===== src/rtl/core/sawt_pkg.sv =====
// Package with shared types and constants of the sequence/ack window tracker.
`default_nettype none
package sawt_pkg;

  localparam int SEQ_W  = 24;
  localparam int SESS_W = 8;
  localparam int MASK_W = 64;
  localparam int STS_W  = 3;

  typedef enum logic [1:0] {
    OP_INCOMING = 2'd0,
    OP_OUTGOING = 2'd1,
    OP_NOACK    = 2'd2,
    OP_CLEAR    = 2'd3
  } op_t;

  typedef enum logic [STS_W-1:0] {
    STS_OK          = 3'd0,
    STS_BAD_SESSION = 3'd1,
    STS_BAD_SEQ     = 3'd2,
    STS_FATAL_GAP   = 3'd3,
    STS_NOT_CONN    = 3'd4,
    STS_TABLE_FULL  = 3'd5
  } sts_t;

  localparam logic KIND_STATUS = 1'b0;
  localparam logic KIND_NOTE   = 1'b1;

  typedef enum logic [2:0] {
    S_IDLE,
    S_SCAN,
    S_CMP,
    S_NOTE,
    S_STATUS
  } state_t;

  // Receive-window status handed from the window unit to the controller
  typedef struct packed {
    logic             seq_ok;
    logic             any;
    logic [SEQ_W-1:0] last;
  } rxw_stat_t;

endpackage
`default_nettype wire


===== src/rtl/core/seq_ack_window_tracker.sv =====
// Top level: connection tracker with in-flight table kept in a RAM.
// Each word on the input channel yields zero or more notification words and
// then one status word. Outgoing requests, do-not-ack marking and clear
// go from acceptance straight to the status state, but an outgoing
// request on a full table walks first. An incoming header whose ack covers
// n sequences, n at most ACK_WIDTH, walks them one at a time; for each it
// scans the in-flight table in slot order, skipping free slots and reading
// each used slot from RAM and then comparing it, stopping at the first used
// match. A full table on an outgoing request walks FLIGHT_DEPTH sequences
// the same way. Output stalls hold the notification and status words; the
// input is stalled while a word is in progress. The flight sequence RAM
// needs no clearing after reset.
`default_nettype none
module seq_ack_window_tracker #(
  parameter int ACK_WIDTH    = 64,
  parameter int FLIGHT_DEPTH = 32,
  parameter int RX_WINDOW    = 128
) (
  input  wire logic                          clk,
  input  wire logic                          rst_n,
  input  wire logic                          cfg_wr_en,
  input  wire logic [sawt_pkg::SESS_W-1:0]   cfg_wr_data,
  input  wire logic                          in_valid,
  output logic                               in_stall,
  input  wire logic [1:0]                    in_operation,
  input  wire logic [sawt_pkg::SESS_W-1:0]   in_hdr_session,
  input  wire logic [sawt_pkg::SEQ_W-1:0]    in_hdr_seq,
  input  wire logic                          in_hdr_ack_valid,
  input  wire logic [sawt_pkg::SEQ_W-1:0]    in_hdr_highest_ack,
  input  wire logic [sawt_pkg::MASK_W-1:0]   in_hdr_ack_mask,
  output logic                               out_valid,
  input  wire logic                          out_stall,
  output logic                               out_kind,
  output logic [sawt_pkg::STS_W-1:0]         out_status,
  output logic [sawt_pkg::SEQ_W-1:0]         out_seq,
  output logic                               out_acked,
  output logic                               out_rx_seq_valid,
  output logic [sawt_pkg::SEQ_W-1:0]         out_rx_seq,
  output logic [sawt_pkg::MASK_W-1:0]        out_rx_bitmap,
  output logic                               out_connected,
  output logic                               out_last
);
  import sawt_pkg::*;

  localparam int PW     = $clog2(FLIGHT_DEPTH);
  localparam int AIDX_W = $clog2(ACK_WIDTH);
  localparam int CNT_W  = (AIDX_W > PW) ? AIDX_W : PW;

  state_t               state_r, state_nxt;
  logic [SESS_W-1:0]    session_r;
  logic [SEQ_W-1:0]     tx_last_r, tx_last_nxt;
  logic                 tx_any_r, tx_any_nxt;
  logic [SEQ_W-1:0]     peer_upto_r, peer_upto_nxt;
  logic                 peer_any_r, peer_any_nxt;
  logic                 link_up_r, link_up_nxt;
  logic [FLIGHT_DEPTH-1:0] used_r, used_nxt;
  logic [FLIGHT_DEPTH-1:0] noack_r, noack_nxt;
  logic [SEQ_W-1:0]     cur_r, cur_nxt;
  logic [CNT_W-1:0]     cnt_r, cnt_nxt;
  logic [PW-1:0]        p_r, p_nxt;
  logic                 full_r, full_nxt;
  logic [ACK_WIDTH-1:0] mask_r, mask_nxt;
  sts_t                 res_sts_r, res_sts_nxt;
  logic [SEQ_W-1:0]     res_seq_r, res_seq_nxt;
  logic                 res_rx_r, res_rx_nxt;

  logic                 out_valid_r, out_valid_nxt;
  logic                 out_kind_r, out_kind_nxt;
  logic [STS_W-1:0]     out_status_r, out_status_nxt;
  logic [SEQ_W-1:0]     out_seq_r, out_seq_nxt;
  logic                 out_acked_r, out_acked_nxt;
  logic                 out_rxv_r, out_rxv_nxt;
  logic [SEQ_W-1:0]     out_rxs_r, out_rxs_nxt;
  logic [MASK_W-1:0]    out_rxb_r, out_rxb_nxt;
  logic                 out_conn_r, out_conn_nxt;
  logic                 out_last_r, out_last_nxt;

  rxw_stat_t            rx_stat;
  logic [ACK_WIDTH-1:0] rx_bits;
  logic                 rx_upd, rx_clr;
  logic                 ram_we;
  logic [PW-1:0]        ram_waddr;
  logic [SEQ_W-1:0]     ram_wdata;
  logic [SEQ_W-1:0]     ram_rdata;

  logic                 in_acc;
  logic                 out_free;
  logic                 last_slot, last_seq;
  logic                 free_found;
  logic [PW-1:0]        free_slot;
  logic [SEQ_W:0]       start_x, high_x, span;
  logic                 span_ok, fatal;
  logic [SEQ_W-1:0]     full_start;

  assign in_stall = (state_r != S_IDLE);
  assign in_acc   = in_valid && !in_stall;
  assign out_free = !out_valid_r || !out_stall;
  assign last_slot = (p_r == PW'(FLIGHT_DEPTH - 1));
  assign last_seq  = (cnt_r == '0);

  sawt_rxwin #(.ACK_WIDTH(ACK_WIDTH), .RX_WINDOW(RX_WINDOW)) u_rxwin (
    .clk    (clk),
    .rst_n  (rst_n),
    .hdr_seq(in_hdr_seq),
    .upd    (rx_upd),
    .clr    (rx_clr),
    .stat   (rx_stat),
    .bits   (rx_bits)
  );

  sawt_ram #(.WIDTH(SEQ_W), .DEPTH(FLIGHT_DEPTH)) u_flight (
    .clk  (clk),
    .we   (ram_we),
    .waddr(ram_waddr),
    .wdata(ram_wdata),
    .raddr(p_r),
    .rdata(ram_rdata)
  );

  // Find lowest free slot
  always_comb begin
    free_found = 1'b0;
    free_slot  = '0;
    for (int i = FLIGHT_DEPTH - 1; i >= 0; i--) begin
      if (!used_r[i]) begin
        free_found = 1'b1;
        free_slot  = PW'(i);
      end
    end
  end

  // Ack span to resolve and fatal-gap check
  always_comb begin
    start_x    = peer_any_r ? ({1'b0, peer_upto_r} + (SEQ_W+1)'(1)) : '0;
    high_x     = {1'b0, in_hdr_highest_ack};
    span       = high_x - start_x;
    span_ok    = (start_x <= high_x);
    fatal      = span_ok && (span >= (SEQ_W+1)'(ACK_WIDTH));
    full_start = peer_any_r ? (peer_upto_r + SEQ_W'(1)) : '0;
  end

  // Sequencer: accept word, walk sequences, emit words
  always_comb begin
    state_nxt     = state_r;
    tx_last_nxt   = tx_last_r;
    tx_any_nxt    = tx_any_r;
    peer_upto_nxt = peer_upto_r;
    peer_any_nxt  = peer_any_r;
    link_up_nxt   = link_up_r;
    used_nxt      = used_r;
    noack_nxt     = noack_r;
    cur_nxt       = cur_r;
    cnt_nxt       = cnt_r;
    p_nxt         = p_r;
    full_nxt      = full_r;
    mask_nxt      = mask_r;
    res_sts_nxt   = res_sts_r;
    res_seq_nxt   = res_seq_r;
    res_rx_nxt    = res_rx_r;
    rx_upd        = 1'b0;
    rx_clr        = 1'b0;
    ram_we        = 1'b0;
    ram_waddr     = free_slot;
    ram_wdata     = tx_any_r ? (tx_last_r + SEQ_W'(1)) : '0;

    out_valid_nxt  = out_valid_r && out_stall;
    out_kind_nxt   = out_kind_r;
    out_status_nxt = out_status_r;
    out_seq_nxt    = out_seq_r;
    out_acked_nxt  = out_acked_r;
    out_rxv_nxt    = out_rxv_r;
    out_rxs_nxt    = out_rxs_r;
    out_rxb_nxt    = out_rxb_r;
    out_conn_nxt   = out_conn_r;
    out_last_nxt   = out_last_r;

    case (state_r)
      S_IDLE: begin
        if (in_acc) begin
          res_sts_nxt = STS_OK;
          res_seq_nxt = '0;
          res_rx_nxt  = 1'b0;
          state_nxt   = S_STATUS;
          case (op_t'(in_operation))
            OP_INCOMING: begin
              if (in_hdr_session != session_r) begin
                res_sts_nxt = STS_BAD_SESSION;
              end else if (!rx_stat.seq_ok) begin
                res_sts_nxt = STS_BAD_SEQ;
              end else begin
                rx_upd = 1'b1;
                if (in_hdr_ack_valid) begin
                  if (fatal) begin
                    link_up_nxt = 1'b0;
                    res_sts_nxt = STS_FATAL_GAP;
                  end else begin
                    peer_upto_nxt = in_hdr_highest_ack;
                    peer_any_nxt  = 1'b1;
                    if (span_ok) begin
                      cur_nxt   = start_x[SEQ_W-1:0];
                      cnt_nxt   = span[CNT_W-1:0];
                      p_nxt     = '0;
                      full_nxt  = 1'b0;
                      mask_nxt  = in_hdr_ack_mask[ACK_WIDTH-1:0];
                      state_nxt = S_SCAN;
                    end
                  end
                end
              end
            end
            OP_OUTGOING: begin
              if (!link_up_r) begin
                res_sts_nxt = STS_NOT_CONN;
              end else if (free_found) begin
                ram_we               = 1'b1;
                tx_last_nxt          = ram_wdata;
                tx_any_nxt           = 1'b1;
                used_nxt[free_slot]  = 1'b1;
                noack_nxt[free_slot] = 1'b0;
                res_seq_nxt          = ram_wdata;
                res_rx_nxt           = 1'b1;
              end else begin
                // Table full: report the next window of sequences lost
                cur_nxt       = full_start;
                cnt_nxt       = CNT_W'(FLIGHT_DEPTH - 1);
                p_nxt         = '0;
                full_nxt      = 1'b1;
                peer_upto_nxt = full_start + SEQ_W'(FLIGHT_DEPTH - 1);
                peer_any_nxt  = 1'b1;
                link_up_nxt   = 1'b0;
                res_sts_nxt   = STS_TABLE_FULL;
                state_nxt     = S_SCAN;
              end
            end
            OP_NOACK: begin
              noack_nxt = noack_r | used_r;
            end
            OP_CLEAR: begin
              rx_clr        = 1'b1;
              tx_last_nxt   = '0;
              tx_any_nxt    = 1'b0;
              peer_upto_nxt = '0;
              peer_any_nxt  = 1'b0;
              link_up_nxt   = 1'b1;
              used_nxt      = '0;
              noack_nxt     = '0;
            end
            default: begin
              res_sts_nxt = STS_OK;
            end
          endcase
        end
      end

      S_SCAN: begin
        // Read used slots, skip free ones
        if (used_r[p_r]) begin
          state_nxt = S_CMP;
        end else if (!last_slot) begin
          p_nxt = p_r + PW'(1);
        end else if (last_seq) begin
          state_nxt = S_STATUS;
        end else begin
          cur_nxt = cur_r + SEQ_W'(1);
          cnt_nxt = cnt_r - CNT_W'(1);
          p_nxt   = '0;
        end
      end

      S_CMP: begin
        if (ram_rdata == cur_r) begin
          if (!noack_r[p_r]) begin
            state_nxt = S_NOTE;
          end else if (last_seq) begin
            state_nxt = S_STATUS;
          end else begin
            cur_nxt   = cur_r + SEQ_W'(1);
            cnt_nxt   = cnt_r - CNT_W'(1);
            p_nxt     = '0;
            state_nxt = S_SCAN;
          end
        end else if (!last_slot) begin
          p_nxt     = p_r + PW'(1);
          state_nxt = S_SCAN;
        end else if (last_seq) begin
          state_nxt = S_STATUS;
        end else begin
          cur_nxt   = cur_r + SEQ_W'(1);
          cnt_nxt   = cnt_r - CNT_W'(1);
          p_nxt     = '0;
          state_nxt = S_SCAN;
        end
      end

      S_NOTE: begin
        // Emit notification word and release the slot
        if (out_free) begin
          out_valid_nxt  = 1'b1;
          out_kind_nxt   = KIND_NOTE;
          out_status_nxt = STS_OK;
          out_seq_nxt    = cur_r;
          out_acked_nxt  = !full_r && mask_r[cnt_r[AIDX_W-1:0]];
          out_rxv_nxt    = 1'b0;
          out_rxs_nxt    = '0;
          out_rxb_nxt    = '0;
          out_conn_nxt   = link_up_r;
          out_last_nxt   = 1'b0;
          used_nxt[p_r]  = 1'b0;
          if (last_seq) begin
            state_nxt = S_STATUS;
          end else begin
            cur_nxt   = cur_r + SEQ_W'(1);
            cnt_nxt   = cnt_r - CNT_W'(1);
            p_nxt     = '0;
            state_nxt = S_SCAN;
          end
        end
      end

      S_STATUS: begin
        // Emit closing status word
        if (out_free) begin
          out_valid_nxt  = 1'b1;
          out_kind_nxt   = KIND_STATUS;
          out_status_nxt = res_sts_r;
          out_seq_nxt    = res_seq_r;
          out_acked_nxt  = 1'b0;
          out_rxv_nxt    = res_rx_r && rx_stat.any;
          out_rxs_nxt    = (res_rx_r && rx_stat.any) ? rx_stat.last : '0;
          out_rxb_nxt    = res_rx_r ? MASK_W'(rx_bits) : '0;
          out_conn_nxt   = link_up_r;
          out_last_nxt   = 1'b1;
          state_nxt      = S_IDLE;
        end
      end

      default: begin
        state_nxt = S_IDLE;
      end
    endcase
  end

  // Control registers
  always_ff @(posedge clk) begin
    if (!rst_n) begin
      state_r     <= S_IDLE;
      session_r   <= '0;
      tx_last_r   <= '0;
      tx_any_r    <= 1'b0;
      peer_upto_r <= '0;
      peer_any_r  <= 1'b0;
      link_up_r   <= 1'b1;
      used_r      <= '0;
      noack_r     <= '0;
      out_valid_r <= 1'b0;
    end else begin
      state_r     <= state_nxt;
      if (cfg_wr_en) begin
        session_r <= cfg_wr_data;
      end
      tx_last_r   <= tx_last_nxt;
      tx_any_r    <= tx_any_nxt;
      peer_upto_r <= peer_upto_nxt;
      peer_any_r  <= peer_any_nxt;
      link_up_r   <= link_up_nxt;
      used_r      <= used_nxt;
      noack_r     <= noack_nxt;
      out_valid_r <= out_valid_nxt;
    end
  end

  // Walk and result payload registers
  always_ff @(posedge clk) begin
    cur_r        <= cur_nxt;
    cnt_r        <= cnt_nxt;
    p_r          <= p_nxt;
    full_r       <= full_nxt;
    mask_r       <= mask_nxt;
    res_sts_r    <= res_sts_nxt;
    res_seq_r    <= res_seq_nxt;
    res_rx_r     <= res_rx_nxt;
    out_kind_r   <= out_kind_nxt;
    out_status_r <= out_status_nxt;
    out_seq_r    <= out_seq_nxt;
    out_acked_r  <= out_acked_nxt;
    out_rxv_r    <= out_rxv_nxt;
    out_rxs_r    <= out_rxs_nxt;
    out_rxb_r    <= out_rxb_nxt;
    out_conn_r   <= out_conn_nxt;
    out_last_r   <= out_last_nxt;
  end

  assign out_valid        = out_valid_r;
  assign out_kind         = out_kind_r;
  assign out_status       = out_status_r;
  assign out_seq          = out_seq_r;
  assign out_acked        = out_acked_r;
  assign out_rx_seq_valid = out_rxv_r;
  assign out_rx_seq       = out_rxs_r;
  assign out_rx_bitmap    = out_rxb_r;
  assign out_connected    = out_conn_r;
  assign out_last         = out_last_r;

  a_clear_state: assert property (@(posedge clk) disable iff (!rst_n)
    in_acc && in_operation == OP_CLEAR |=> used_r == '0 && link_up_r)
    else $error("clear left table or link state behind");
  a_note_slot_used: assert property (@(posedge clk) disable iff (!rst_n)
    state_r == S_NOTE |-> used_r[p_r] && !noack_r[p_r])
    else $error("notification for a free or do-not-ack slot");
  a_note_not_last: assert property (@(posedge clk) disable iff (!rst_n)
    out_valid_r && out_kind_r == KIND_NOTE |-> !out_last_r)
    else $error("notification word marked last");
  a_walk_bound: assert property (@(posedge clk) disable iff (!rst_n)
    state_r != S_IDLE && state_r != S_STATUS && !full_r
      |-> {1'b0, cnt_r} < (CNT_W+1)'(ACK_WIDTH))
    else $error("ack walk beyond bitmap width");

endmodule
`default_nettype wire


===== src/rtl/core/sawt_ram.sv =====
// Generic single-port-write, registered-read RAM.
`default_nettype none
module sawt_ram #(
  parameter int WIDTH = 24,
  parameter int DEPTH = 32
) (
  input  wire logic                     clk,
  input  wire logic                     we,
  input  wire logic [$clog2(DEPTH)-1:0] waddr,
  input  wire logic [WIDTH-1:0]         wdata,
  input  wire logic [$clog2(DEPTH)-1:0] raddr,
  output logic      [WIDTH-1:0]         rdata
);

  logic [WIDTH-1:0] mem_r [DEPTH];

  // Write port and registered read
  always_ff @(posedge clk) begin
    if (we) begin
      mem_r[waddr] <= wdata;
    end
    rdata <= mem_r[raddr];
  end

endmodule
`default_nettype wire


===== src/rtl/core/sawt_rxwin.sv =====
// Receive window: last received sequence, received bitmap and window check.
`default_nettype none
module sawt_rxwin #(
  parameter int ACK_WIDTH = 64,
  parameter int RX_WINDOW = 128
) (
  input  wire logic                    clk,
  input  wire logic                    rst_n,
  input  wire logic [sawt_pkg::SEQ_W-1:0] hdr_seq,
  input  wire logic                    upd,
  input  wire logic                    clr,
  output sawt_pkg::rxw_stat_t          stat,
  output logic      [ACK_WIDTH-1:0]    bits
);
  import sawt_pkg::*;

  localparam int SH_W = $clog2(ACK_WIDTH);

  logic [SEQ_W-1:0]     last_r, last_nxt;
  logic                 any_r, any_nxt;
  logic [ACK_WIDTH-1:0] bits_r, bits_nxt;
  logic [SEQ_W:0]       last_x;
  logic [SEQ_W:0]       sh;
  logic                 ok;

  // Advance from last received; minus one while nothing received
  always_comb begin
    last_x = any_r ? {1'b0, last_r} : {(SEQ_W+1){1'b1}};
    sh     = {1'b0, hdr_seq} - last_x;
    ok     = (!any_r || (hdr_seq > last_r)) && (sh <= (SEQ_W+1)'(RX_WINDOW));
  end

  // Shift bitmap by the advance and mark the new packet
  always_comb begin
    last_nxt = last_r;
    any_nxt  = any_r;
    bits_nxt = bits_r;
    if (clr) begin
      last_nxt = '0;
      any_nxt  = 1'b0;
      bits_nxt = '1;
    end else if (upd) begin
      if (sh >= (SEQ_W+1)'(ACK_WIDTH)) begin
        bits_nxt = '0;
      end else begin
        bits_nxt = bits_r << sh[SH_W-1:0];
      end
      bits_nxt[0] = 1'b1;
      last_nxt    = hdr_seq;
      any_nxt     = 1'b1;
    end
  end

  always_ff @(posedge clk) begin
    if (!rst_n) begin
      last_r <= '0;
      any_r  <= 1'b0;
      bits_r <= '1;
    end else begin
      last_r <= last_nxt;
      any_r  <= any_nxt;
      bits_r <= bits_nxt;
    end
  end

  assign stat.seq_ok = ok;
  assign stat.any    = any_r;
  assign stat.last   = last_r;
  assign bits        = bits_r;

  a_clr_restores: assert property (@(posedge clk) disable iff (!rst_n)
    clr |=> !any_r && bits_r == '1)
    else $error("window clear did not restore reset state");
  a_upd_sets_bit0: assert property (@(posedge clk) disable iff (!rst_n)
    upd && !clr |=> any_r && bits_r[0] && last_r == $past(hdr_seq))
    else $error("window update lost the new packet");
  a_reject_bad: assert property (@(posedge clk) disable iff (!rst_n)
    any_r && hdr_seq <= last_r |-> !ok)
    else $error("stale sequence accepted");

endmodule
`default_nettype wire


===== config.mk =====
export PLATFORM = sky130hd
export DESIGN_NAME = seq_ack_window_tracker
export DESIGN_NICKNAME = d
export VERILOG_FILES = /design/src/rtl/core/sawt_pkg.sv /design/src/rtl/core/seq_ack_window_tracker.sv /design/src/rtl/core/sawt_ram.sv /design/src/rtl/core/sawt_rxwin.sv
export SDC_FILE = /design/constraint.sdc
export NUM_CORES = 2
export LEC_CHECK = 0
export BUFFER_PORTS_ARGS = -buffer_cell sky130_fd_sc_hd__buf_2
export CORE_MARGIN = 2
export CORE_UTILIZATION = 35
export CTS_BUF_LIST = sky130_fd_sc_hd__clkbuf_16
export CTS_CLUSTER_SIZE = 12
export DETAILED_ROUTE_END_ITERATION = 7
export GPL_TIMING_DRIVEN = 0
export HOLD_SLACK_MARGIN = 0.03
export PLACE_DENSITY_LB_ADDON = 0.08
export SLEW_MARGIN = 15
export SYNTH_ARGS = -nofsm -noshare
export SYNTH_HDL_FRONTEND = slang
export SYNTH_SLANG_ARGS = --single-unit

===== constraint.sdc =====
create_clock -name clk -period 9 [get_ports clk]
set_input_delay 0.45 -clock clk [delete_from_list [all_inputs] [get_ports clk]]
set_output_delay 0.45 -clock clk [all_outputs]
set_load 0.03 [all_outputs]

# After elaboration in Yosys (flattened, before gate mapping)
# Memories as Yosys holds them, arrays and structs flattened. A register that Yosys moved wholly into a read port is not among the register bits.
# Index checks and enable logic that the tools add are counted.
[totals]
regBits = 463
ramBits = 768
inputBits = 136
output_inout_bits = 122
word_cells = 368
memories = 1
[memory_table]
columns = ["name", "words", "word_bits", "rd", "rd_clocked_by_memory_dff", "wr", "line", "text"]
rows = [
  ["u_flight.mem_r", 32, 24, 1, 1, 1, "sawt_ram.sv:15", "logic [WIDTH-1:0] mem_r [DEPTH];"],
]
[op_classes]
add_sub_neg = 9
magnitude_cmp = 10
n_eq_ne = 36
n_shift = 1
n_mux = 231
bitwise_logic = 9
reduce_logical = 41
[ops]
columns = ["operator", "n"]
rows = [
  ["two-way mux 24 bit", 29],
  ["two-way mux 64 bit", 4],
  ["two-way mux 5 bit", 46],
  ["two-way mux 32 bit", 6],
  ["one-hot mux 24 bit (2 select lines)", 4],
  ["one-hot mux 32 bit (2 select lines)", 2],
  ["one-hot mux 64 bit (2 select lines)", 1],
  ["one-hot mux 24 bit (4 select lines)", 1],
  ["one-hot mux 32 bit (3 select lines)", 1],
  ["two-way mux 6 bit", 14],
  ["two-way mux 1 bit", 75],
  ["adder 24 x 1 -> 24 bit (second input constant)", 3],
  ["one-hot mux 24 bit (3 select lines)", 1],
  ["AND 32 bit", 2],
  ["NOT 32 bit", 2],
  ["bitwise OR 32 bit", 2],
  ["left shift 64 x 6 -> 64 bit", 1],
  ["two-way mux 3 bit", 20],
  [">= comparator 25 x 7 -> 1 bit (second input constant)", 2],
  ["two-way mux 25 bit", 2],
  ["subtractor 24 x 25 -> 25 bit", 2],
  ["!= test 3 bit (second input constant)", 10],
  ["adder 24 x 1 -> 25 bit (second input constant)", 1],
  ["less-or-equal comparator 25 x 24 -> 1 bit", 1],
  ["other kinds (52)", 105],
]

# Depth between registers and ports, before layout
[depth]
depth_word = 42
mapped_depth = 21

# Modules after synthesis
# From an unflattened synthesis, not the netlist that was laid out.
[unflattened]
cells_unflattened = 4798
hier_area_um2 = 60155.2
[modules_own_cells]
columns = ["module", "instances", "cells_each", "area_per_inst_um2"]
rows = [
  ["sawt_ram", 1, 1711, 30483.0],
  ["seq_ack_window_tracker", 1, 2028, 20523.4],
  ["sawt_rxwin", 1, 1059, 9148.8],
]

# Worst setup path after synthesis
# Ideal clock, no wire load.
[synth_path]
kind = "register to register"
from = "register state_r[2]"
to = "register out_acked_r, in the netlist out_acked (enable)"
setup_ns = 0.637
arrival_time_ns = 7.066
setup_slack_ns = 1.297
stages_incl_launch_ff = 7
n_path_buf = 4
cell_sequence = "dfxtp_1 clkbuf_1 clkbuf_1 nand2_1 clkbuf_1 clkbuf_1 a21oi_1"
[synth_via]
elab_chain_len = 3
elab_cells_between_ends = 6
[synth_lines]
columns = ["element", "line", "text"]
rows = [
  ["from (decl)", "seq_ack_window_tracker.sv:49", "state_t state_r, state_nxt;"],
  ["from (signal assigned)", "seq_ack_window_tracker.sv:357", "state_r <= state_nxt;"],
  ["== test 3 x 2 -> 1 bit / == test 3 bit (equally long branches)", "seq_ack_window_tracker.sv:177", "case (state_r)"],
  ["!= test 2 bit (no line) / nonzero test 2 bit (equally long branches)", "n/a", ""],
  ["AND reduction 3 bit (no line) (*)", "n/a", ""],
  ["to (signal assigned)", "seq_ack_window_tracker.sv:385", "out_acked_r <= out_acked_nxt;"],
  ["to (decl)", "seq_ack_window_tracker.sv:71", "logic out_acked_r, out_acked_nxt;"],
]
# Mark *: on every way between the ends. The rest lies on a longest branch, timed or not.
# A chain may end at the register's enable or synchronous reset.

# Worst setup path in the final report
[layout_path]
from = "register peer_upto_r[3]"
to = "register mask_r[48] (enable)"
[layout_via]
elab_chain_len = 7
elab_cells_between_ends = 8
[layout_lines]
columns = ["element", "line", "text"]
rows = [
  ["from (decl)", "seq_ack_window_tracker.sv:53", "logic [SEQ_W-1:0] peer_upto_r, peer_upto_nxt;"],
  ["from (signal assigned)", "seq_ack_window_tracker.sv:363", "peer_upto_r <= peer_upto_nxt;"],
  ["adder 24 x 1 -> 25 bit (*)", "seq_ack_window_tracker.sv:134", "start_x = peer_any_r ? ({1'b0, peer_upto_r} + (SEQ_W+1)'(1)) : '0;"],
  ["two-way mux 25 bit (*)", "seq_ack_window_tracker.sv:134", ""],
  ["subtractor 24 x 25 -> 25 bit", "seq_ack_window_tracker.sv:136", "span = high_x - start_x;"],
  [">= comparator 25 x 7 -> 1 bit", "seq_ack_window_tracker.sv:138", "fatal = span_ok && (span >= (SEQ_W+1)'(ACK_WIDTH));"],
  ["logical AND 1 bit", "seq_ack_window_tracker.sv:138", ""],
  ["NOT 1 bit (no line)", "n/a", ""],
  ["AND reduction 8 bit (no line) (*)", "n/a", ""],
  ["to (signal assigned)", "seq_ack_window_tracker.sv:378", "mask_r <= mask_nxt;"],
  ["to (decl)", "seq_ack_window_tracker.sv:62", "logic [ACK_WIDTH-1:0] mask_r, mask_nxt;"],
]
# Marked as above.

==> results.md <==
- Status: complete, no violations
- Kind of critical path: reg2reg
- Area grow syn2layout: 18.94%
- Post_cts resized: 0
- Fill count: between 15000 and 20000
- Layout Cell Area excl Fill: between 60000 and 70000 um2
- Post-synth top area share: 52.12%
- Hold/Removal Path Class: in2reg
- DIE AREA: around 170000 um2
- Psw: 0.003724 W
- WL met1: approximately 90000 um
- CTS tree: done
- Rows: 150
- Clk network pwr share: about 41%
- Dpl cells: roughly 7000
- Power share of the sequential group: 46.8%
- Number of max-cap violations: 0
- Max-slew violations: 0
- Post-synthesis register bit count: around 1300
- Tightest Pin Transition: approximately 1.2 ns
- Gate power share: between 10% and 20%
- Final HPWL from detailed placement: 151500 um
- Die Ht: about 410 um
- GRT Residual Overflow: 0
- Max incr delay on CP: around 0.95 ns
- Avg WL per Cell: approximately 28 um
- Clock Sink Count: 1255
- CTS Buffer Depth: 3
- Crit-path cells: clkbuf_1, nand4_1, nor4_1, nand3_1, xnor2_1, nand2_1, ha_1, clkbuf_1, a31o_2, clkbuf_1, nor4_1, a311oi_1, o311ai_0, or4bb_1, nor3b_1, nand4_1, nor4_1, and2_4, buf_16
- Iteration-0 DRC count of the detailed router: around 4100
- Pwr per Cell Area: ~200 nW/um2
- Synth area leaders: edfxtp_1 52%, mux4_2 11%, dfxtp_1 8.2%, nand2_1 2.9%, nor2_1 1.8%
- Worst Skew: between 0.03 and 0.04 ns
- GP Congestion: between 0.9 and 1
- Post-synth EDFFs: a little over 1000
- Top layer in use: met5
- Mapped Area: 58540 um2
- Crit path time final: approximately 7.6 ns
- Final net count: between 5000 and 6000
- Antenna-violating nets left: 0
- Core Region: 166700 um2
- Hold WS: roughly 0.093 ns
- Vias in the first global route: 40690
- Layout Utilization: between 40% and 50%
- Crit-path max FO: between 40 and 50
- Synth Instances: roughly 4500
- Leakage: 25.04 nW
- Syn nets: between 4000 and 5000
- Syn avg cell area: 13.13 um2
- Fraction of layout cells with a size suffix above 1: about 17%
- Hold-fix buffers, CTS: between 100 and 150
- Startpoint Class: flop
- Slowest stage cell, crit path: nor4_1
- Initial antenna violation count: 8
- Slew HR: between 10% and 20%
- RSZ-0062 raised after global routing: no
- Most frequent cell after synthesis: edfxtp_1
- CP arrival: between 8 and 9 ns
- Max Freq: around 0.13 GHz
- Vias after detailed routing: 41520
- Cts bufs inserted: approximately 140
- Root Driver: clkbuf_16
- Period utilisation layout: between 80% and 90%
- Finished Layout Cells: approximately 7300
- Synth Warn #: 0
- Yosys top cell by area: edfxtp_1
- Number of setup buffers added after CTS: 0
- Detailed-route DRC error count: 0
- Port bufs: approximately 250
- Met3 routed WL: approximately 11000 um
- Final Setup Violations: 0
- Drt pass-1 iters: 6
- Primary FF master, synth: edfxtp_1
- FF+latch area: around 35000 um2
- H-tree depth: 4
- Die X: between 400 and 500 um
- Seq/Total Area, Yosys: roughly 60%
- Met2 routed WL: 99210 um
- Num ports: about 260
- Initial Util: 35.12%
- Sw Ratio: approximately 27%
- Cell variety after synth: 90
- Largest net degree at the start of global routing: 50
- Asr flop ratio synth: 0%
- Vias per inst: between 5 and 6
- Post-DP Area: 64050 um2
- Worst vdd ir: roughly 0.00019 V
- Multi-input gate area: 22100 um2
- CP required: 9.46 ns
- Most frequent cells after synthesis: 1016 x edfxtp_1, 453 x nand2_1, 287 x nor2_1
- Total track usage: between 20% and 30%
- Internal Power: approximately 0.01 W
- First-pass GRT wire length: about 300000 um
- Fin. Hold Viols: 0
- Clock slew at reported path FFs: ~0.060 ns
- Crit. End Element: flop
- Drt total wl: 207300 um
- Worst-Skew Late Latency: roughly 0.80 ns
-- cells in the final DEF (no fill, tap or decap), types with 29 or more instances in the layout --
| cell | Yosys | routed |
|---|---|---|
| edfxtp_1 | 1016 | 1016 |
| nand2_1 | 453 | 453 |
| buf_2 | 16 | 279 |
| mux4_2 | 276 | 276 |
| nor2_1 | 287 | 255 |
| dfxtp_1 | 239 | 239 |
| clkbuf_1 | 227 | 222 |
| a21oi_1 | 210 | 209 |
| o21ai_0 | 157 | 156 |
| clkbuf_16 | 0 | 148 |
| a22oi_1 | 134 | 134 |
| inv_1 | 79 | 111 |
| nor3_1 | 106 | 106 |
| dlygate4sd3_1 | 0 | 103 |
| nand3_1 | 101 | 101 |
| and2_1 | 109 | 95 |
| mux2i_1 | 88 | 88 |
| ha_1 | 82 | 82 |
| a211oi_1 | 77 | 77 |
| and3_1 | 64 | 64 |
| nand4_1 | 64 | 64 |
| xnor2_1 | 65 | 64 |
| xor2_1 | 47 | 47 |
| a31oi_1 | 47 | 46 |
| o211ai_1 | 43 | 43 |
| buf_1 | 48 | 38 |
| clkinv_1 | 2 | 35 |
| nor2_4 | 0 | 32 |
| buf_12 | 0 | 29 |
-- registers in the layout (all words and copies together), names as in the netlist, 5 cells and up --
register        count
used_r             32
cnt_r               6
session_r           8
noack_r            32
p_r                 5
u_rxwin.bits       63
out_rx_bitmap      64
peer_upto_r        24
u_flight.rdata     24
tx_last_r          24
mask_r             64
out_seq            24
u_rxwin.last_r     24
cur_r              24
out_rx_seq         24
u_flight.mem_r    768
res_seq_r          24
-- power groups by stage --
| stage | combinational, W | sequential (W) | clock [W] |
|---|---|---|---|
| final | 0.00170 | 0.00650 | 0.00568 |
| after global routing | 0.00182 | 0.00651 | 0.00602 |
| after CTS | 0.00171 | 0.00650 | 0.00580 |
| after detailed placement | 0.00167 | 0.00662 | 0 |
| after global placement | 0.00162 | 0.00667 | 0 |
| after floorplan | 0.000825 | 0.00679 | 0 |
-- worst paths after layout --
| kind | start | end | slack (ns) | cells past startpoint |
|---|---|---|---|---|
| min reg2reg | u_rxwin.bits[63] | u_rxwin.bits[63] | 0.49 | 2 |
| min | in_hdr_highest_ack[14] | peer_upto_r[14] | 0.09 | 3 |
| max reg2reg | peer_upto_r[3] | mask_r[48] | 1.36 | 19 |
| max | peer_upto_r[3] | mask_r[48] | 1.36 | 19 |
-- cell families after synthesis --
kind of cell	Yosys count	synth area share (%)
and+or+nand+nor	1323	10.74
DFF	1255	60.29
AOI/OAI and AO/OA	934	10.72
buffers and inverters	379	2.516
muxes	370	12.24
xor gates and xnor gates	112	1.676
adders and majority gates	84	1.821
-- worst max-delay path, delay by kind of cell (launching register included) --
| family | cells | cell delay, ns |
|---|---|---|
| XOR/XNOR | 1 | 0.24 |
| AO/OA/AOI/OAI | 3 | 0.59 |
| adder cells (fa/ha/maj) | 1 | 0.42 |
| flip-flops | 1 | 0.30 |
| AND/OR/NAND/NOR | 10 | 4.69 |
| buffers and inverters | 4 | 1.01 |
-- layer usage --
metal / vias up / GRT usage [%]
li1: 18470 / -
met4: 2 / 6.370
met2: 1368 / 39.15
met5: - / 0
met1: 21380 / 33.75
met3: 291 / 3.129
-- through the flow --
step	setup TNS, ns	worst slack (ns)	power, W
6_report	0	1.357	0.01388
5_1_grt	0	1.087	0.01435
4_1_cts	0	1.488	0.01401
3_5_place_dp	0	1.505	0.008289
3_3_place_gp	-439.47	-3.125	0.008291
2_1_floorplan	0	1.297	0.007613
-- cell type report --
class                           count  share of cell area (%)
Clock inverter                    109                   1.163
Tap cell                         2204                   3.961
Timing Repair Buffer              408                   4.963
Inverter                           83                  0.4475
Sequential cell                  1255                   50.69
Buffer                            296                   1.695
Clock buffer                      148                   5.319
Multi-Input combinational cell   2823                   31.74
Antenna cell                        6                 0.02156
(Power assumes the default switching activity.)
